--- config.mk ---
export PLATFORM = sky130hd
export DESIGN_NAME = midi_file_event_parser
export DESIGN_NICKNAME = d
export VERILOG_FILES = /design/src/rtl/mfep_pkg.sv /design/src/rtl/midi_file_event_parser.sv /design/src/rtl/mfep_queue.sv /design/src/rtl/mfep_front.sv /design/src/rtl/mfep_back.sv
export SDC_FILE = /design/constraint.sdc
export NUM_CORES = 2
export LEC_CHECK = 0
export ABC_AREA = 0
export BUFFER_PORTS_ARGS = -buffer_cell sky130_fd_sc_hd__buf_2
export CELL_PAD_IN_SITES_DETAIL_PLACEMENT = 0
export CELL_PAD_IN_SITES_GLOBAL_PLACEMENT = 1
export CORE_ASPECT_RATIO = 1.2
export CORE_MARGIN = 1.5
export CORE_UTILIZATION = 45
export CTS_CLUSTER_SIZE = 8
export DETAILED_ROUTE_END_ITERATION = 8
export PLACE_DENSITY = 0.75
export REMOVE_ABC_BUFFERS = 1
export SYNTH_ARGS = -nofsm -noshare
export SYNTH_HDL_FRONTEND = slang
export SYNTH_SLANG_ARGS = --single-unit
--- constraint.sdc ---
create_clock -name aclk -period 37.5 [get_ports aclk]
set_input_delay 7.5 -clock aclk [delete_from_list [all_inputs] [get_ports aclk]]
set_output_delay 7.5 -clock aclk [all_outputs]
set_load 0.01 [all_outputs]
--- src/rtl/mfep_pkg.sv ---
// shared types and constants of the midi file event parser
// no dependencies
`default_nettype none
package mfep_pkg;

    localparam int unsigned MaxEventsDefault = 4096;
    localparam int unsigned MaxTracksDefault = 32;
    localparam int unsigned QueueDepth       = 4;
    localparam int unsigned DivBits          = 42;

    localparam logic [1:0] KIND_EVENT  = 2'd0;
    localparam logic [1:0] KIND_FINISH = 2'd1;
    localparam logic [1:0] KIND_ERROR  = 2'd2;

    localparam logic [3:0] ERR_NONE       = 4'd0;
    localparam logic [3:0] ERR_MAGIC      = 4'd1;
    localparam logic [3:0] ERR_HDR_LEN    = 4'd2;
    localparam logic [3:0] ERR_TIMING     = 4'd3;
    localparam logic [3:0] ERR_TRK_HDR    = 4'd4;
    localparam logic [3:0] ERR_TRK_TRUNC  = 4'd5;
    localparam logic [3:0] ERR_DELTA      = 4'd6;
    localparam logic [3:0] ERR_RUNNING    = 4'd7;
    localparam logic [3:0] ERR_META       = 4'd8;
    localparam logic [3:0] ERR_SYSEX      = 4'd9;
    localparam logic [3:0] ERR_EVT_TRUNC  = 4'd10;
    localparam logic [3:0] ERR_EVT_LIMIT  = 4'd11;
    localparam logic [3:0] ERR_NO_NOTES   = 4'd12;

    localparam logic [1:0] CFG_FILE_LENGTH = 2'd0;
    localparam logic [1:0] CFG_SAMPLE_RATE = 2'd1;

    localparam logic [23:0] DefaultTempo   = 24'd500000;
    localparam logic [17:0] DefaultRate    = 18'd44100;
    localparam logic [19:0] UsPerSecond    = 20'd1000000;
    localparam logic [7:0]  META_TEMPO     = 8'h51;
    localparam logic [7:0]  ST_META        = 8'hff;
    localparam logic [7:0]  ST_SYSEX       = 8'hf0;
    localparam logic [7:0]  ST_SYSEX_ESC   = 8'hf7;
    localparam logic [7:0]  TYPE_NOTE_OFF  = 8'h80;
    localparam logic [7:0]  TYPE_NOTE_ON   = 8'h90;
    localparam logic [7:0]  TYPE_CTRL      = 8'hb0;
    localparam logic [7:0]  TYPE_PROGRAM   = 8'hc0;
    localparam logic [7:0]  TYPE_PRESSURE  = 8'hd0;

    typedef enum logic [3:0] {
        PH_HEADER, PH_HDR_SKIP, PH_TRK_HDR, PH_DELTA, PH_STATUS, PH_META_TYPE,
        PH_META_LEN, PH_TEMPO, PH_SYSEX_LEN, PH_SKIP, PH_DATA1, PH_DATA2, PH_DONE
    } phase_t;

    typedef enum logic [1:0] {
        BK_IDLE, BK_MUL, BK_DIV, BK_LOAD
    } back_state_t;

    typedef struct packed {
        logic [7:0] data_byte;
        logic       first_byte;
    } in_word_t;

    typedef struct packed {
        logic [1:0]  kind;
        logic [31:0] event_tick;
        logic [7:0]  status_byte;
        logic [7:0]  first_data;
        logic [7:0]  second_data;
        logic [31:0] samples_per_tick;
        logic [3:0]  error_code;
        logic [31:0] longest_tick;
        logic        last;
    } out_word_t;

    typedef struct packed {
        logic [1:0]  kind;
        logic [31:0] tick;
        logic [7:0]  status;
        logic [7:0]  d1;
        logic [7:0]  d2;
        logic [3:0]  err;
        logic [31:0] longest;
        logic        last;
        logic        is_tempo;
        logic [23:0] tempo;
        logic [14:0] tpq;
    } q_entry_t;

    typedef struct packed {
        logic empty;
        logic room2;
    } q_stat_t;

    typedef struct packed {
        phase_t      phase;
        logic [2:0]  fbc;
        logic [31:0] pos;
        logic [31:0] hlen;
        logic [15:0] texp;
        logic [15:0] tdone;
        logic [14:0] tpq;
        logic [31:0] tend;
        logic [31:0] tick;
        logic [7:0]  rs;
        logic [7:0]  cur;
        logic [31:0] qacc;
        logic [7:0]  meta;
        logic [31:0] skip;
        logic [23:0] tempo;
        logic [7:0]  held;
        logic        note_on;
        logic [31:0] maxtick;
    } pstate_t;

    function automatic logic [7:0] hdr_magic(input logic [1:0] i);
        case (i)
            2'd0: hdr_magic = 8'h4d;
            2'd1: hdr_magic = 8'h54;
            2'd2: hdr_magic = 8'h68;
            default: hdr_magic = 8'h64;
        endcase
    endfunction

    function automatic logic [7:0] trk_magic(input logic [1:0] i);
        case (i)
            2'd0: trk_magic = 8'h4d;
            2'd1: trk_magic = 8'h54;
            2'd2: trk_magic = 8'h72;
            default: trk_magic = 8'h6b;
        endcase
    endfunction

endpackage
`default_nettype wire

--- src/rtl/midi_file_event_parser.sv ---
// top level of the midi file event parser: config registers, front, queue, back
// depends on mfep_pkg, mfep_front, mfep_queue, mfep_back
//
// usage
// - s_ channel: one file byte per word, first_byte set on the first byte of a file
// - m_ channel: result words (events, finish, error), last marks the final word
//   caused by one byte; one byte gives zero, one or two words
// - cfg channel: cfg_index 0 writes file_length, 1 writes sample_rate; always ready,
//   write only while the parser is idle
// - throughput: one byte per cycle while the queue has room for two words
// - path: non-tempo words pass through the queue and the output register; tempo words
//   also go through a multiply and a bit-serial divide of a 42-bit numerator
// - the divider sets the rate for tempo events; bytes keep flowing into the
//   four-word queue behind it until it fills
// - a stalled m_ready holds the output word; the queue fills and s_ready drops
// - reset clears the parser, empties the queue and sets sample_rate to 44100
// - after finish or error all bytes are swallowed until one has first_byte set
`default_nettype none
module midi_file_event_parser
    import mfep_pkg::*;
#(
    parameter int unsigned MAX_EVENTS = MaxEventsDefault,
    parameter int unsigned MAX_TRACKS = MaxTracksDefault
) (
    input  wire logic        aclk,
    input  wire logic        aresetn,
    input  wire logic        s_valid,
    output logic             s_ready,
    input  in_word_t         s_word,
    output logic             m_valid,
    input  wire logic        m_ready,
    output out_word_t        m_word,
    input  wire logic        cfg_valid,
    output logic             cfg_ready,
    input  wire logic [7:0]  cfg_index,
    input  wire logic [31:0] cfg_data
);
    // configuration registers
    logic [31:0] file_length_reg;
    logic [17:0] sample_rate_reg;

    // queue connections
    logic [1:0] push_n;
    q_entry_t   push0, push1, head;
    q_stat_t    qstat;
    logic       pop;

    assign cfg_ready = 1'b1;

    always_ff @(posedge aclk) begin
        if (!aresetn) begin
            file_length_reg <= '0;
            sample_rate_reg <= DefaultRate;
        end else if (cfg_valid) begin
            // writes beyond the register list are dropped
            if (cfg_index == {6'd0, CFG_FILE_LENGTH}) file_length_reg <= cfg_data;
            if (cfg_index == {6'd0, CFG_SAMPLE_RATE}) sample_rate_reg <= cfg_data[17:0];
        end
    end

    // front: byte parser
    mfep_front #(
        .MAX_EVENTS(MAX_EVENTS),
        .MAX_TRACKS(MAX_TRACKS)
    ) u_front (
        .aclk       (aclk),
        .aresetn    (aresetn),
        .s_valid    (s_valid),
        .s_ready    (s_ready),
        .s_word     (s_word),
        .file_length(file_length_reg),
        .qstat      (qstat),
        .push_n     (push_n),
        .push0      (push0),
        .push1      (push1)
    );

    // short queue decoupling parse and tempo divide
    mfep_queue u_queue (
        .aclk   (aclk),
        .aresetn(aresetn),
        .push_n (push_n),
        .push0  (push0),
        .push1  (push1),
        .pop    (pop),
        .head   (head),
        .stat   (qstat)
    );

    // back: tempo conversion and output register
    mfep_back u_back (
        .aclk       (aclk),
        .aresetn    (aresetn),
        .head       (head),
        .qstat      (qstat),
        .pop        (pop),
        .sample_rate(sample_rate_reg),
        .m_valid    (m_valid),
        .m_ready    (m_ready),
        .m_word     (m_word)
    );

    // output checks
    a_reset_idle: assert property (@(posedge aclk) !aresetn |=> !m_valid)
        else $error("output valid right after reset");
    a_kind_range: assert property (@(posedge aclk) disable iff (!aresetn)
        m_valid |-> (m_word.kind != 2'd3))
        else $error("bad result kind");
    a_event_no_err: assert property (@(posedge aclk) disable iff (!aresetn)
        m_valid && m_word.kind == KIND_EVENT |-> m_word.error_code == ERR_NONE)
        else $error("event word carries an error code");
    a_tempo_spt: assert property (@(posedge aclk) disable iff (!aresetn)
        m_valid && m_word.kind == KIND_EVENT && m_word.status_byte == ST_META
        |-> m_word.samples_per_tick != 32'd0)
        else $error("tempo word with zero samples per tick");
endmodule
`default_nettype wire

--- src/rtl/mfep_queue.sv ---
// four-entry queue between parser front and result back, up to two pushes a cycle
// depends on mfep_pkg
`default_nettype none
module mfep_queue
    import mfep_pkg::*;
(
    input  wire logic     aclk,
    input  wire logic     aresetn,
    input  wire logic [1:0] push_n,
    input  q_entry_t      push0,
    input  q_entry_t      push1,
    input  wire logic     pop,
    output q_entry_t      head,
    output q_stat_t       stat
);
    q_entry_t   mem_reg [QueueDepth];
    logic [1:0] wp_reg, wp_next, rp_reg, rp_next;
    logic [2:0] cnt_reg, cnt_next;

    always_comb begin
        wp_next  = wp_reg + push_n;
        rp_next  = rp_reg + {1'b0, pop};
        cnt_next = cnt_reg + {1'b0, push_n} - {2'b0, pop};
    end

    always_ff @(posedge aclk) begin
        if (!aresetn) begin
            wp_reg  <= '0;
            rp_reg  <= '0;
            cnt_reg <= '0;
        end else begin
            wp_reg  <= wp_next;
            rp_reg  <= rp_next;
            cnt_reg <= cnt_next;
        end
    end

    always_ff @(posedge aclk) begin
        if (push_n != 2'd0) begin
            mem_reg[wp_reg] <= push0;
        end
        if (push_n == 2'd2) begin
            mem_reg[wp_reg + 2'd1] <= push1;
        end
    end

    assign head       = mem_reg[rp_reg];
    assign stat.empty = (cnt_reg == 3'd0);
    assign stat.room2 = (cnt_reg <= 3'd2);
endmodule
`default_nettype wire

--- src/rtl/mfep_front.sv ---
// byte parser: walks header and track chunks, classifies events, pushes result rows
// depends on mfep_pkg
`default_nettype none
module mfep_front
    import mfep_pkg::*;
#(
    parameter int unsigned MAX_EVENTS = MaxEventsDefault,
    parameter int unsigned MAX_TRACKS = MaxTracksDefault
) (
    input  wire logic        aclk,
    input  wire logic        aresetn,
    input  wire logic        s_valid,
    output logic             s_ready,
    input  in_word_t         s_word,
    input  wire logic [31:0] file_length,
    input  q_stat_t          qstat,
    output logic [1:0]       push_n,
    output q_entry_t         push0,
    output q_entry_t         push1
);
    localparam int unsigned EvW = $clog2(MAX_EVENTS + 1);

    pstate_t        st_reg, st_next, sc;
    logic [EvW-1:0] evc_reg, evc_next, evc_cur;
    logic           acc;

    logic        ev_req, ev_tempo_flag, end_req, trk_req, fail_req, fin_req;
    logic        data1_go, fin_go, at_end, ev_ok, tail;
    logic [7:0]  ev_st, ev_d1, ev_d2, fin_c, b, ty;
    logic [23:0] ev_tempo;
    logic [3:0]  fail_code, vcode;
    logic [15:0] div;
    logic [31:0] len;
    logic [32:0] wide;
    q_entry_t    ev_row, tail_row;

    assign s_ready = qstat.room2;
    assign acc     = s_valid && s_ready;
    assign b       = s_word.data_byte;

    always_comb begin
        sc      = s_word.first_byte ? pstate_t'('0) : st_reg;
        evc_cur = s_word.first_byte ? '0 : evc_reg;
        st_next = sc;
        evc_next = evc_cur;
        ev_req = 1'b0; ev_tempo_flag = 1'b0; ev_st = '0; ev_d1 = '0; ev_d2 = '0;
        ev_tempo = '0; end_req = 1'b0; trk_req = 1'b0; fail_req = 1'b0;
        fin_req = 1'b0; fail_code = ERR_NONE; data1_go = 1'b0; fin_go = 1'b0;
        fin_c = '0; div = '0; len = '0; wide = '0; vcode = ERR_META;
        ty = '0;
        if (sc.phase != PH_DONE) begin
            st_next.pos = sc.pos + 32'd1;
        end
        at_end = (st_next.pos >= sc.tend);
        case (sc.phase)
            PH_HEADER: begin
                if (sc.pos == 32'd0 && file_length < 32'd14) begin
                    fail_req = 1'b1; fail_code = ERR_MAGIC;
                end else if (sc.pos < 32'd4) begin
                    if (b != hdr_magic(sc.pos[1:0])) begin
                        fail_req = 1'b1; fail_code = ERR_MAGIC;
                    end
                end else if (sc.pos < 32'd8) begin
                    st_next.hlen = {sc.hlen[23:0], b};
                    wide = {1'b0, st_next.hlen} + 33'd8;
                    if (sc.pos == 32'd7 && (st_next.hlen < 32'd6
                            || wide > {1'b0, file_length})) begin
                        fail_req = 1'b1; fail_code = ERR_HDR_LEN;
                    end
                end else if (sc.pos == 32'd10 || sc.pos == 32'd11) begin
                    st_next.texp = {sc.texp[7:0], b};
                end else if (sc.pos == 32'd12) begin
                    st_next.held = b;
                end else if (sc.pos == 32'd13) begin
                    div = {sc.held, b};
                    if (sc.texp == 16'd0 || {1'b0, sc.texp} > 17'(MAX_TRACKS)
                            || div[15] || div == 16'd0) begin
                        fail_req = 1'b1; fail_code = ERR_TIMING;
                    end else begin
                        st_next.tpq  = div[14:0];
                        st_next.held = '0;
                        ev_req = 1'b1; ev_tempo_flag = 1'b1; ev_st = ST_META;
                        ev_tempo = DefaultTempo;
                        if (sc.hlen > 32'd6) begin
                            st_next.skip  = sc.hlen - 32'd6;
                            st_next.phase = PH_HDR_SKIP;
                        end else begin
                            trk_req = 1'b1;
                        end
                    end
                end
            end
            PH_HDR_SKIP: begin
                st_next.skip = sc.skip - 32'd1;
                if (st_next.skip == 32'd0) trk_req = 1'b1;
            end
            PH_TRK_HDR: begin
                if (sc.fbc < 3'd4) begin
                    if (b != trk_magic(sc.fbc[1:0])) begin
                        fail_req = 1'b1; fail_code = ERR_TRK_HDR;
                    end
                end else begin
                    st_next.qacc = {sc.qacc[23:0], b};
                end
                st_next.fbc = sc.fbc + 3'd1;
                if (!fail_req && sc.fbc == 3'd7) begin
                    len = st_next.qacc;
                    if (st_next.pos > file_length || len > file_length - st_next.pos) begin
                        fail_req = 1'b1; fail_code = ERR_TRK_TRUNC;
                    end else begin
                        st_next.tend = st_next.pos + len;
                        st_next.tick = '0;
                        st_next.rs   = '0;
                        end_req = 1'b1;
                    end
                end
            end
            PH_DELTA: begin
                st_next.qacc = {sc.qacc[24:0], b[6:0]};
                st_next.fbc  = sc.fbc + 3'd1;
                if (!b[7]) begin
                    st_next.tick = sc.tick + st_next.qacc;
                    if (st_next.tick > sc.maxtick) st_next.maxtick = st_next.tick;
                    if (at_end) begin
                        fail_req = 1'b1; fail_code = ERR_EVT_TRUNC;
                    end else begin
                        st_next.phase = PH_STATUS;
                    end
                end else if (st_next.fbc >= 3'd4 || at_end) begin
                    fail_req = 1'b1; fail_code = ERR_DELTA;
                end
            end
            PH_STATUS: begin
                if (b[7]) begin
                    st_next.cur = b;
                    if (b < ST_SYSEX) st_next.rs = b;
                    if (b == ST_META) begin
                        if (at_end) begin
                            fail_req = 1'b1; fail_code = ERR_META;
                        end else st_next.phase = PH_META_TYPE;
                    end else if (b == ST_SYSEX || b == ST_SYSEX_ESC) begin
                        if (at_end) begin
                            fail_req = 1'b1; fail_code = ERR_SYSEX;
                        end else begin
                            st_next.phase = PH_SYSEX_LEN;
                            st_next.qacc = '0; st_next.fbc = '0;
                        end
                    end else begin
                        if (at_end) begin
                            fail_req = 1'b1; fail_code = ERR_EVT_TRUNC;
                        end else st_next.phase = PH_DATA1;
                    end
                end else if (sc.rs == 8'd0) begin
                    fail_req = 1'b1; fail_code = ERR_RUNNING;
                end else begin
                    st_next.cur = sc.rs;
                    data1_go = 1'b1;
                end
            end
            PH_META_TYPE: begin
                st_next.meta  = b;
                st_next.phase = PH_META_LEN;
                st_next.qacc  = '0; st_next.fbc = '0;
            end
            PH_META_LEN, PH_SYSEX_LEN: begin
                vcode = (sc.phase == PH_META_LEN) ? ERR_META : ERR_SYSEX;
                st_next.qacc = {sc.qacc[24:0], b[6:0]};
                st_next.fbc  = sc.fbc + 3'd1;
                if (!b[7]) begin
                    len = st_next.qacc;
                    if (len > sc.tend - st_next.pos) begin
                        fail_req = 1'b1; fail_code = vcode;
                    end else if (sc.phase == PH_META_LEN && sc.meta == META_TEMPO
                            && len == 32'd3) begin
                        st_next.phase = PH_TEMPO;
                        st_next.fbc = '0; st_next.tempo = '0;
                    end else begin
                        st_next.skip = len;
                        if (len == 32'd0) end_req = 1'b1;
                        else st_next.phase = PH_SKIP;
                    end
                end else if (st_next.fbc >= 3'd4 || at_end) begin
                    fail_req = 1'b1; fail_code = vcode;
                end
            end
            PH_TEMPO: begin
                st_next.tempo = {sc.tempo[15:0], b};
                st_next.fbc   = sc.fbc + 3'd1;
                if (st_next.fbc >= 3'd3) begin
                    ev_req = 1'b1; ev_tempo_flag = 1'b1; ev_st = ST_META;
                    ev_tempo = st_next.tempo;
                    end_req = 1'b1;
                end
            end
            PH_SKIP: begin
                st_next.skip = sc.skip - 32'd1;
                if (st_next.skip == 32'd0) end_req = 1'b1;
            end
            PH_DATA1: data1_go = 1'b1;
            PH_DATA2: begin
                fin_go = 1'b1; fin_c = b;
            end
            PH_DONE: ;
            default: st_next.phase = PH_DONE;
        endcase

        // channel message data bytes
        ty = st_next.cur & 8'hf0;
        if (data1_go) begin
            st_next.held = b;
            if (ty == TYPE_PROGRAM || ty == TYPE_PRESSURE) begin
                fin_go = 1'b1; fin_c = '0;
            end else if (at_end) begin
                fail_req = 1'b1; fail_code = ERR_EVT_TRUNC;
            end else begin
                st_next.phase = PH_DATA2;
            end
        end
        if (fin_go) begin
            if (ty == TYPE_NOTE_ON && fin_c != 8'd0) st_next.note_on = 1'b1;
            if (ty == TYPE_NOTE_OFF || ty == TYPE_NOTE_ON || ty == TYPE_CTRL
                    || ty == TYPE_PROGRAM) begin
                ev_req = 1'b1; ev_st = st_next.cur; ev_d1 = st_next.held; ev_d2 = fin_c;
            end
            end_req = 1'b1;
        end

        // event limit
        ev_ok = 1'b0;
        if (ev_req) begin
            if (evc_cur >= EvW'(MAX_EVENTS)) begin
                fail_req = 1'b1; fail_code = ERR_EVT_LIMIT;
                end_req = 1'b0; trk_req = 1'b0;
            end else begin
                ev_ok = 1'b1;
                evc_next = evc_cur + 1'b1;
                if (st_next.tick > st_next.maxtick) st_next.maxtick = st_next.tick;
            end
        end
        ev_row = '{kind: KIND_EVENT, tick: st_next.tick, status: ev_st, d1: ev_d1,
                   d2: ev_d2, err: ERR_NONE, longest: st_next.maxtick, last: 1'b0,
                   is_tempo: ev_tempo_flag, tempo: ev_tempo, tpq: st_next.tpq};

        // end of event: next delta, next track or end of file
        if (end_req) begin
            if (st_next.pos >= st_next.tend) begin
                st_next.tdone = sc.tdone + 16'd1;
                if (st_next.tdone >= st_next.texp) begin
                    if (st_next.note_on) begin
                        fin_req = 1'b1;
                        st_next.phase = PH_DONE;
                    end else begin
                        fail_req = 1'b1; fail_code = ERR_NO_NOTES;
                    end
                end else begin
                    trk_req = 1'b1;
                end
            end else begin
                st_next.phase = PH_DELTA;
                st_next.qacc = '0; st_next.fbc = '0;
            end
        end
        if (trk_req) begin
            if ({1'b0, st_next.pos} + 33'd8 > {1'b0, file_length}) begin
                fail_req = 1'b1; fail_code = ERR_TRK_HDR;
            end else begin
                st_next.phase = PH_TRK_HDR;
                st_next.fbc = '0; st_next.qacc = '0;
            end
        end
        if (fail_req) st_next.phase = PH_DONE;

        tail_row = '{kind: (fail_req ? KIND_ERROR : KIND_FINISH), tick: '0,
                     status: '0, d1: '0, d2: '0,
                     err: (fail_req ? fail_code : ERR_NONE),
                     longest: st_next.maxtick, last: 1'b1, is_tempo: 1'b0,
                     tempo: '0, tpq: '0};
        tail = fail_req || fin_req;

        push0 = ev_ok ? ev_row : tail_row;
        push1 = tail_row;
        push0.last = !(ev_ok && tail);
        if (!acc) push_n = 2'd0;
        else push_n = {1'b0, ev_ok} + {1'b0, tail};
    end

    always_ff @(posedge aclk) begin
        if (!aresetn) begin
            st_reg  <= pstate_t'('0);
            evc_reg <= '0;
        end else if (acc) begin
            st_reg  <= st_next;
            evc_reg <= evc_next;
        end
    end
endmodule
`default_nettype wire

--- src/rtl/mfep_back.sv ---
// result stage: turns tempo rows into samples per tick, holds the output word
// depends on mfep_pkg
`default_nettype none
module mfep_back
    import mfep_pkg::*;
(
    input  wire logic        aclk,
    input  wire logic        aresetn,
    input  q_entry_t         head,
    input  q_stat_t          qstat,
    output logic             pop,
    input  wire logic [17:0] sample_rate,
    output logic             m_valid,
    input  wire logic        m_ready,
    output out_word_t        m_word
);
    localparam int unsigned CntW = $clog2(DivBits + 1);

    back_state_t     bs_reg, bs_next;
    q_entry_t        ent_reg;
    logic [DivBits-1:0] num_reg;
    logic [34:0]     den_reg;
    logic [35:0]     rem_reg, rem_sh;
    logic [31:0]     quo_reg;
    logic [CntW-1:0] cnt_reg;
    logic            out_free, load_plain, load_tempo;
    logic            mv_reg;
    out_word_t       mw_reg;
    logic [31:0]     spt;

    assign out_free = !mv_reg || m_ready;

    // next state
    always_comb begin
        bs_next = bs_reg;
        case (bs_reg)
            BK_IDLE: if (!qstat.empty && out_free && head.is_tempo) bs_next = BK_MUL;
            BK_MUL:  bs_next = BK_DIV;
            BK_DIV:  if (cnt_reg == CntW'(1)) bs_next = BK_LOAD;
            BK_LOAD: if (out_free) bs_next = BK_IDLE;
            default: bs_next = BK_IDLE;
        endcase
    end

    // outputs
    always_comb begin
        pop        = 1'b0;
        load_plain = 1'b0;
        load_tempo = 1'b0;
        case (bs_reg)
            BK_IDLE: begin
                pop        = !qstat.empty && out_free;
                load_plain = pop && !head.is_tempo;
            end
            BK_LOAD: load_tempo = out_free;
            default: ;
        endcase
    end

    assign rem_sh = {rem_reg[34:0], num_reg[DivBits-1]};
    assign spt    = (den_reg == 35'd0 || quo_reg == 32'd0) ? 32'd1 : quo_reg;

    always_ff @(posedge aclk) begin
        if (!aresetn) bs_reg <= BK_IDLE;
        else bs_reg <= bs_next;
    end

    always_ff @(posedge aclk) begin
        if (pop) ent_reg <= head;
        case (bs_reg)
            BK_MUL: begin
                num_reg <= DivBits'(ent_reg.tempo * sample_rate);
                den_reg <= 35'(ent_reg.tpq * UsPerSecond);
                rem_reg <= '0;
                quo_reg <= '0;
                cnt_reg <= CntW'(DivBits);
            end
            BK_DIV: begin
                num_reg <= num_reg << 1;
                cnt_reg <= cnt_reg - 1'b1;
                if (rem_sh >= {1'b0, den_reg}) begin
                    rem_reg <= rem_sh - {1'b0, den_reg};
                    quo_reg <= {quo_reg[30:0], 1'b1};
                end else begin
                    rem_reg <= rem_sh;
                    quo_reg <= {quo_reg[30:0], 1'b0};
                end
            end
            default: ;
        endcase
    end

    always_ff @(posedge aclk) begin
        if (!aresetn) mv_reg <= 1'b0;
        else if (load_plain || load_tempo) mv_reg <= 1'b1;
        else if (m_ready) mv_reg <= 1'b0;
    end

    always_ff @(posedge aclk) begin
        if (load_plain) begin
            mw_reg <= '{kind: head.kind, event_tick: head.tick, status_byte: head.status,
                        first_data: head.d1, second_data: head.d2,
                        samples_per_tick: '0, error_code: head.err,
                        longest_tick: head.longest, last: head.last};
        end else if (load_tempo) begin
            mw_reg <= '{kind: ent_reg.kind, event_tick: ent_reg.tick,
                        status_byte: ent_reg.status, first_data: ent_reg.d1,
                        second_data: ent_reg.d2, samples_per_tick: spt,
                        error_code: ent_reg.err, longest_tick: ent_reg.longest,
                        last: ent_reg.last};
        end
    end

    assign m_valid = mv_reg;
    assign m_word  = mw_reg;
endmodule
`default_nettype wire

Word-level counts from Yosys, hierarchy flattened. Memories as Yosys holds them, arrays and structs flattened. A register that Yosys moved wholly into a read port is not among the register bits. Index checks and enable logic that the tools add are counted. W data, S select, Z words.

Bits in registers: 813. Memory bits (writable): 540. Input bits: 54. Output and inout port bits: 130. Logic and storage cells: 497. Memories kept: 1.

Memories: u_queue.mem_reg (depth 4, bits a word 135, read ports 1, clocked after Yosys merged registers in 1, wr ports 2, RTL line mfep_queue.sv:16) `q_entry_t mem_reg [QueueDepth];`.

$add $sub $neg: 20. Multipliers: 2. Magnitude comparators: 23. Equality and inequality tests: 44. Mux-type cells: 298. Reductions and logical operators: 59.

Operator list (count): $mux W32 (30); $mux W335 (1); $mux W8 (37); $mux W127 (2); $mux W4 (55); $mux W24 (8); $gt A32 B32 Y1 (5); $mux W48 (3); $mux W72 (2); $mux W135 (1); $eq A32 B4 Y1 const B (4); $logic_not A32 Y1 (4); $pmux W32 S2 (2); $pmux W32 S4 (1); $mux W15 (8); $mux W56 (2); $pmux W24 S2 (2); $pmux W32 S3 (1); $mux W7 (13); $mux W1 (90); $pmux W42 S2 (1); $pmux W35 S2 (1); $add A32 B4 Y33 const B (2); $gt A33 B32 Y1 (2); 79 further kinds (169).

Logic depth before layout (Yosys ltp).
Depth in word-level cells: 30. Depth in mapped cells: 70.

Modules after synthesis. A second synthesis with hierarchy kept.

Cells, all modules: 9846. Area, all modules: 98588.3 µm².

Modules (own cells, without submodules): mfep_front (times used 1, cells each 5099, area an instance 36288.6 µm², sequential area each 6806.5 µm²); mfep_back (times used 1, cells each 3186, area an instance 33577.2 µm², sequential area each 11901.4 µm²); mfep_queue (times used 1, cells each 1348, area an instance 26713.1 µm², sequential area each 16355.7 µm²); midi_file_event_parser (times used 1, cells each 213, area an instance 2009.4 µm², sequential area each 1001.0 µm²).

Worst setup path after synthesis. OpenSTA, ideal clock, no wires.

Kind: input to register. Start point: input s_word[0] (netlist name). End point: memory u_queue.mem_reg[1][100] (netlist name). Setup time: 0.115 ns. Arrival time: 21.499 ns. Required time: 37.385 ns. Setup slack: 15.886 ns. Cell stages on the path: 68. Path buffers: 16. Cell sequence: clkbuf_1 > clkbuf_1 > clkbuf_1 > clkbuf_1 > buf_2 > clkbuf_1 > clkbuf_1 > buf_2 > buf_2 > buf_1 > clkbuf_1 > clkbuf_1 > clkbuf_1 > nor2_1 > mux2i_1 > ha_1 > nor2b_1 > a221oi_1 > (+32 left out) > nor2b_1 > o21ai_0 > nand2b_1 > a21o_1 > a21o_1 > a31oi_1 > o211ai_1 > a31o_1 > o211ai_1 > nand3_1 > ha_1 > mux2_2 > nand2_1 > or2_2 > clkbuf_1 > inv_1 > nand2_1 > o21a_1.

RTL lines: from (decl) (RTL line midi_file_event_parser.sv:29) `input in_word_t s_word,`; to (decl) (RTL line mfep_queue.sv:16).

==> summary by stage <==
CTS
The later pin in the worst-skew pair is clocked with a latency of 0.88 ns. The number of buffers on the longest clock path is 3. The buffer type at the clock tree root is sky130_fd_sc_hd__clkbuf_16. The CTS sink count is 1345. The total CTS buffers is 189. Post-CTS repair changed the size of 0 cells.

The CTS tree is done. The clock-pin slew on the worst setup and hold paths is 0.05 ns. The number of levels the H-tree was split into is 4. Post-CTS timing repair inserted 0 buffers for setup.

After clock tree synthesis, the flow added hold-fix buffers numbering 0.

Route
After detailed routing, the number of remaining DRC violations is 0. The routed wire length is 298000 um. The total via count in the routed design is 74.3k. The routed length per instance is 23.8 um. The remaining antenna violation count is 0. The via density per instance is 5.94. In this run, the number of DRC markers left after iteration 0 of detailed routing was 5731. For this run, the detailed router's first-pass iteration total came to 7.

Setup path
In this run the worst path has a maximum fanout of 70. The category of the most critical setup path is in2reg. The cell count of the worst reg-to-reg path is 56. Setup slack on the worst reg-to-reg path comes out at 22.63 ns. The largest individual stage delay along the critical path comes from the cell sky130_fd_sc_hd__nor4_4. The worst setup path is captured at a register. The cell type with the highest occurrence count on the critical path is sky130_fd_sc_hd__a21o_1.

The worst setup path is launched from an input pin. In this design, the stage delay of the slowest critical-path cell is 0.92 ns. The signal arrival time at the worst endpoint is 22.01 ns. The worst endpoint required time is 38.04 ns.

STA
The slew at the pin with the worst max-slew slack is 1.31 ns. Setup repair after global routing left no endpoint under its margin. The worst setup margin is 16.03 ns. The count of endpoints failing setup in the final report is 0. Across all hold checks on the routed design, the worst slack comes to 0.447 ns.

Derived from the worst setup path, the maximum achievable clock frequency is 46.6 MHz. Adding up every negative setup slack in the final design gives 0 ns. Headroom to the max-slew limit came out at 12.8%. The number of pins with negative max-slew slack in the final report was 0.

The minimum clock period after layout is 21.47 ns. The final clock skew is 0.0814 ns. The final-report hold violation count is 0. After layout, the worst path uses 57.3% of the clock period.

Final layout
The library cells used most frequently in the layout, excluding fill and tap cells, are sky130_fd_sc_hd__nand2_1 (1341), sky130_fd_sc_hd__dfxtp_1 (817), sky130_fd_sc_hd__nor2_1 (744). The sequential cell area in the final layout is 0.0322 sq mm. For this run, the post-layout net count is 10.8k.

The filler cell count is 18.6k. The area growth from synthesis to layout is 9.90%. Cells with a size suffix above 1 make up 9.22% of the layout.

The leading cell type in the layout, fill and taps excluded is sky130_fd_sc_hd__nand2_1. The area of combinational cells with multiple inputs is 0.0534 sq mm. The flip-flop count of the largest register after layout is 540. The non-filler instance count after layout is 12.5k.

Synthesis
In the synthesized netlist the async set-or-reset flop fraction comes to 0%. The number of instances in the synthesized netlist is 9842. The leading register cell type out of synthesis is sky130_fd_sc_hd__dfxtp_1.

Counting distinct cell types in the post-synthesis netlist gives 119. The post-synthesis sequential area ratio is 35.6%. Each instance of the synthesized netlist takes up on average 9.20 sq um. The combined area of all synthesized cells is 0.0905 sq mm. The register bit total from synthesis is 1345. Yosys mapped a number of flops with a built-in enable equal to 525. The Yosys step of the flow raised 0 warnings.

Floorplanning
The initial core utilization is 45.2%. The horizontal extent of the die is 412 um. The height of the die is 494 um. In this run the core area contains 180 standard-cell rows. The count of pins on the block boundary is 184. The overall die area is 0.204 sq mm. The area of the core region is 0.200 sq mm.

GRT
The initial antenna violation count is 10. The number of global-route vias before repair is 74.1k. Global routing consumed, over all layers together, 28.8% of the routing resources. For this run the aggregate overflow at the end of global routing stands at 0.

The first-pass GRT wire length is 450000 um. The maximum number of pins on one net before global-route repair is 192.

Power and ir drop
The standby leakage power is 40.4 nW. The total power of the final layout is 0.00934 W. For this design the ratio of total power to cell area is 93.9 mW/mm^2. The peak ir drop on the vdd network is 184 uV.

Worst hold path
The kind of path behind the tightest hold check is reg2reg. The worst hold path passes through 2 cells.

Flow run
The tool flagged a number of max-cap violations equal to 0.

Placement
Prior to clock tree synthesis, the placed netlist has a worst setup slack of 15.42 ns. The placer congestion estimate is 0.963. The total of buffers placed on input and output ports is 182. The HPWL after detailed placement is 214000 um. The number of placed instances with taps included is 12.2k.

Outcome
The run finished with clean final reports.
worst max-delay path: cells and delay by family:
kind,cells,cell delay (ns)
AO/OA/AOI/OAI,30,6.45
XOR/XNOR,2,0.24
adder cells (fa/ha/maj),5,1.68
buffers and inverters,5,2.21
AND/OR/NAND/NOR,16,3.77
cell usage after synthesis (40+ instances only):
cell | instances | area [sq um]
sky130_fd_sc_hd__or2_2 | 50 | 313
sky130_fd_sc_hd__and3_1 | 44 | 275
sky130_fd_sc_hd__inv_1 | 713 | 2680
sky130_fd_sc_hd__dfxtp_1 | 820 | 16400
sky130_fd_sc_hd__nand2b_1 | 62 | 388
sky130_fd_sc_hd__a22oi_1 | 118 | 886
sky130_fd_sc_hd__a22o_1 | 170 | 1490
sky130_fd_sc_hd__buf_1 | 57 | 214
sky130_fd_sc_hd__o211ai_1 | 41 | 308
sky130_fd_sc_hd__clkbuf_1 | 539 | 2020
sky130_fd_sc_hd__nor3_1 | 123 | 616
sky130_fd_sc_hd__edfxtp_1 | 525 | 15800
sky130_fd_sc_hd__nand4_1 | 105 | 657
sky130_fd_sc_hd__nor4_1 | 79 | 494
sky130_fd_sc_hd__mux2i_1 | 66 | 661
sky130_fd_sc_hd__and2_1 | 208 | 1300
sky130_fd_sc_hd__mux4_2 | 135 | 3040
sky130_fd_sc_hd__xor2_1 | 110 | 963
sky130_fd_sc_hd__nand2_1 | 1342 | 5040
sky130_fd_sc_hd__nor2_1 | 752 | 2820
sky130_fd_sc_hd__a21oi_1 | 548 | 2740
sky130_fd_sc_hd__a21o_1 | 130 | 976
sky130_fd_sc_hd__xnor2_1 | 240 | 2100
sky130_fd_sc_hd__a211oi_1 | 67 | 503
sky130_fd_sc_hd__a32o_1 | 77 | 771
sky130_fd_sc_hd__nor2b_1 | 189 | 1180
sky130_fd_sc_hd__mux2_2 | 40 | 450
sky130_fd_sc_hd__ha_1 | 605 | 7570
sky130_fd_sc_hd__nand3_1 | 155 | 776
sky130_fd_sc_hd__o21a_1 | 78 | 586
sky130_fd_sc_hd__o21ai_0 | 624 | 3120
sky130_fd_sc_hd__fa_1 | 408 | 8170
cells by family after synthesis:
family,count (synthesis),synth area share [%]
xor gates and xnor gates,353,3.46
DFF,1345,35.6
and+or+nand+nor,3258,16.7
other,1,0.00414
adders and majority gates,1041,17.7
muxes,241,4.59
AOI/OAI and AO/OA,2255,16.4
buffers and inverters,1348,5.67
where the power goes:
group / internal, W / leakage, nW / total (W) / switching [W]
combinational: 0.00230 / 25.8 / 0.00560 / 0.00329
sequential: 0.00198 / 11.9 / 0.00212 / 0.000133
clock: 0.000945 / 2.66 / 0.00163 / 0.000682
total: 0.00523 / 40.4 / 0.00934 / 0.00411
path summary, 6_finish.rpt:
path                         start                      to
max                      s_word[0]  u_queue.mem_reg[0][50]
min          u_queue.mem_reg[2][1]   u_queue.mem_reg[2][1]
max reg2reg    u_front.st_reg[298]  u_queue.mem_reg[0][50]
min reg2reg  u_queue.mem_reg[2][1]   u_queue.mem_reg[2][1]
per-stage QoR:
step | utilization (%) | area, sq um
final | 49.7 | 99500
after global routing | 49.7 | 99500
after CTS | 49.7 | 99500
after detailed placement | 46.9 | 93900
after global placement | 46.9 | 93900
after floorplan | - | 88100
area by class of cell:
| cell class | count | share of cell area, % |
|---|---|---|
| clock buffer | 291 | 5.19 |
| clock inverter | 18 | 0.447 |
| tap | 2639 | 3.32 |
| antenna | 2 | 0.00503 |
| sequential | 1345 | 32.4 |
| timing repair buffer | 356 | 2.27 |
| inverter | 720 | 2.73 |
| multi-input combinational | 7149 | 53.7 |
per-layer routing:
| layer | track usage, % | share of wire (%) | up-vias |
|---|---|---|---|
| li1 | - | - | 34200 |
| met1 | 35.7 | 40 | 36700 |
| met2 | 47.7 | 47 | 2654 |
| met3 | 4.49 | 6.2 | 708 |
| met4 | 16.4 | 6.3 | 6 |
| met5 | 0 | 0.013 | - |
Note: power is estimated with default switching activity, not from simulation.
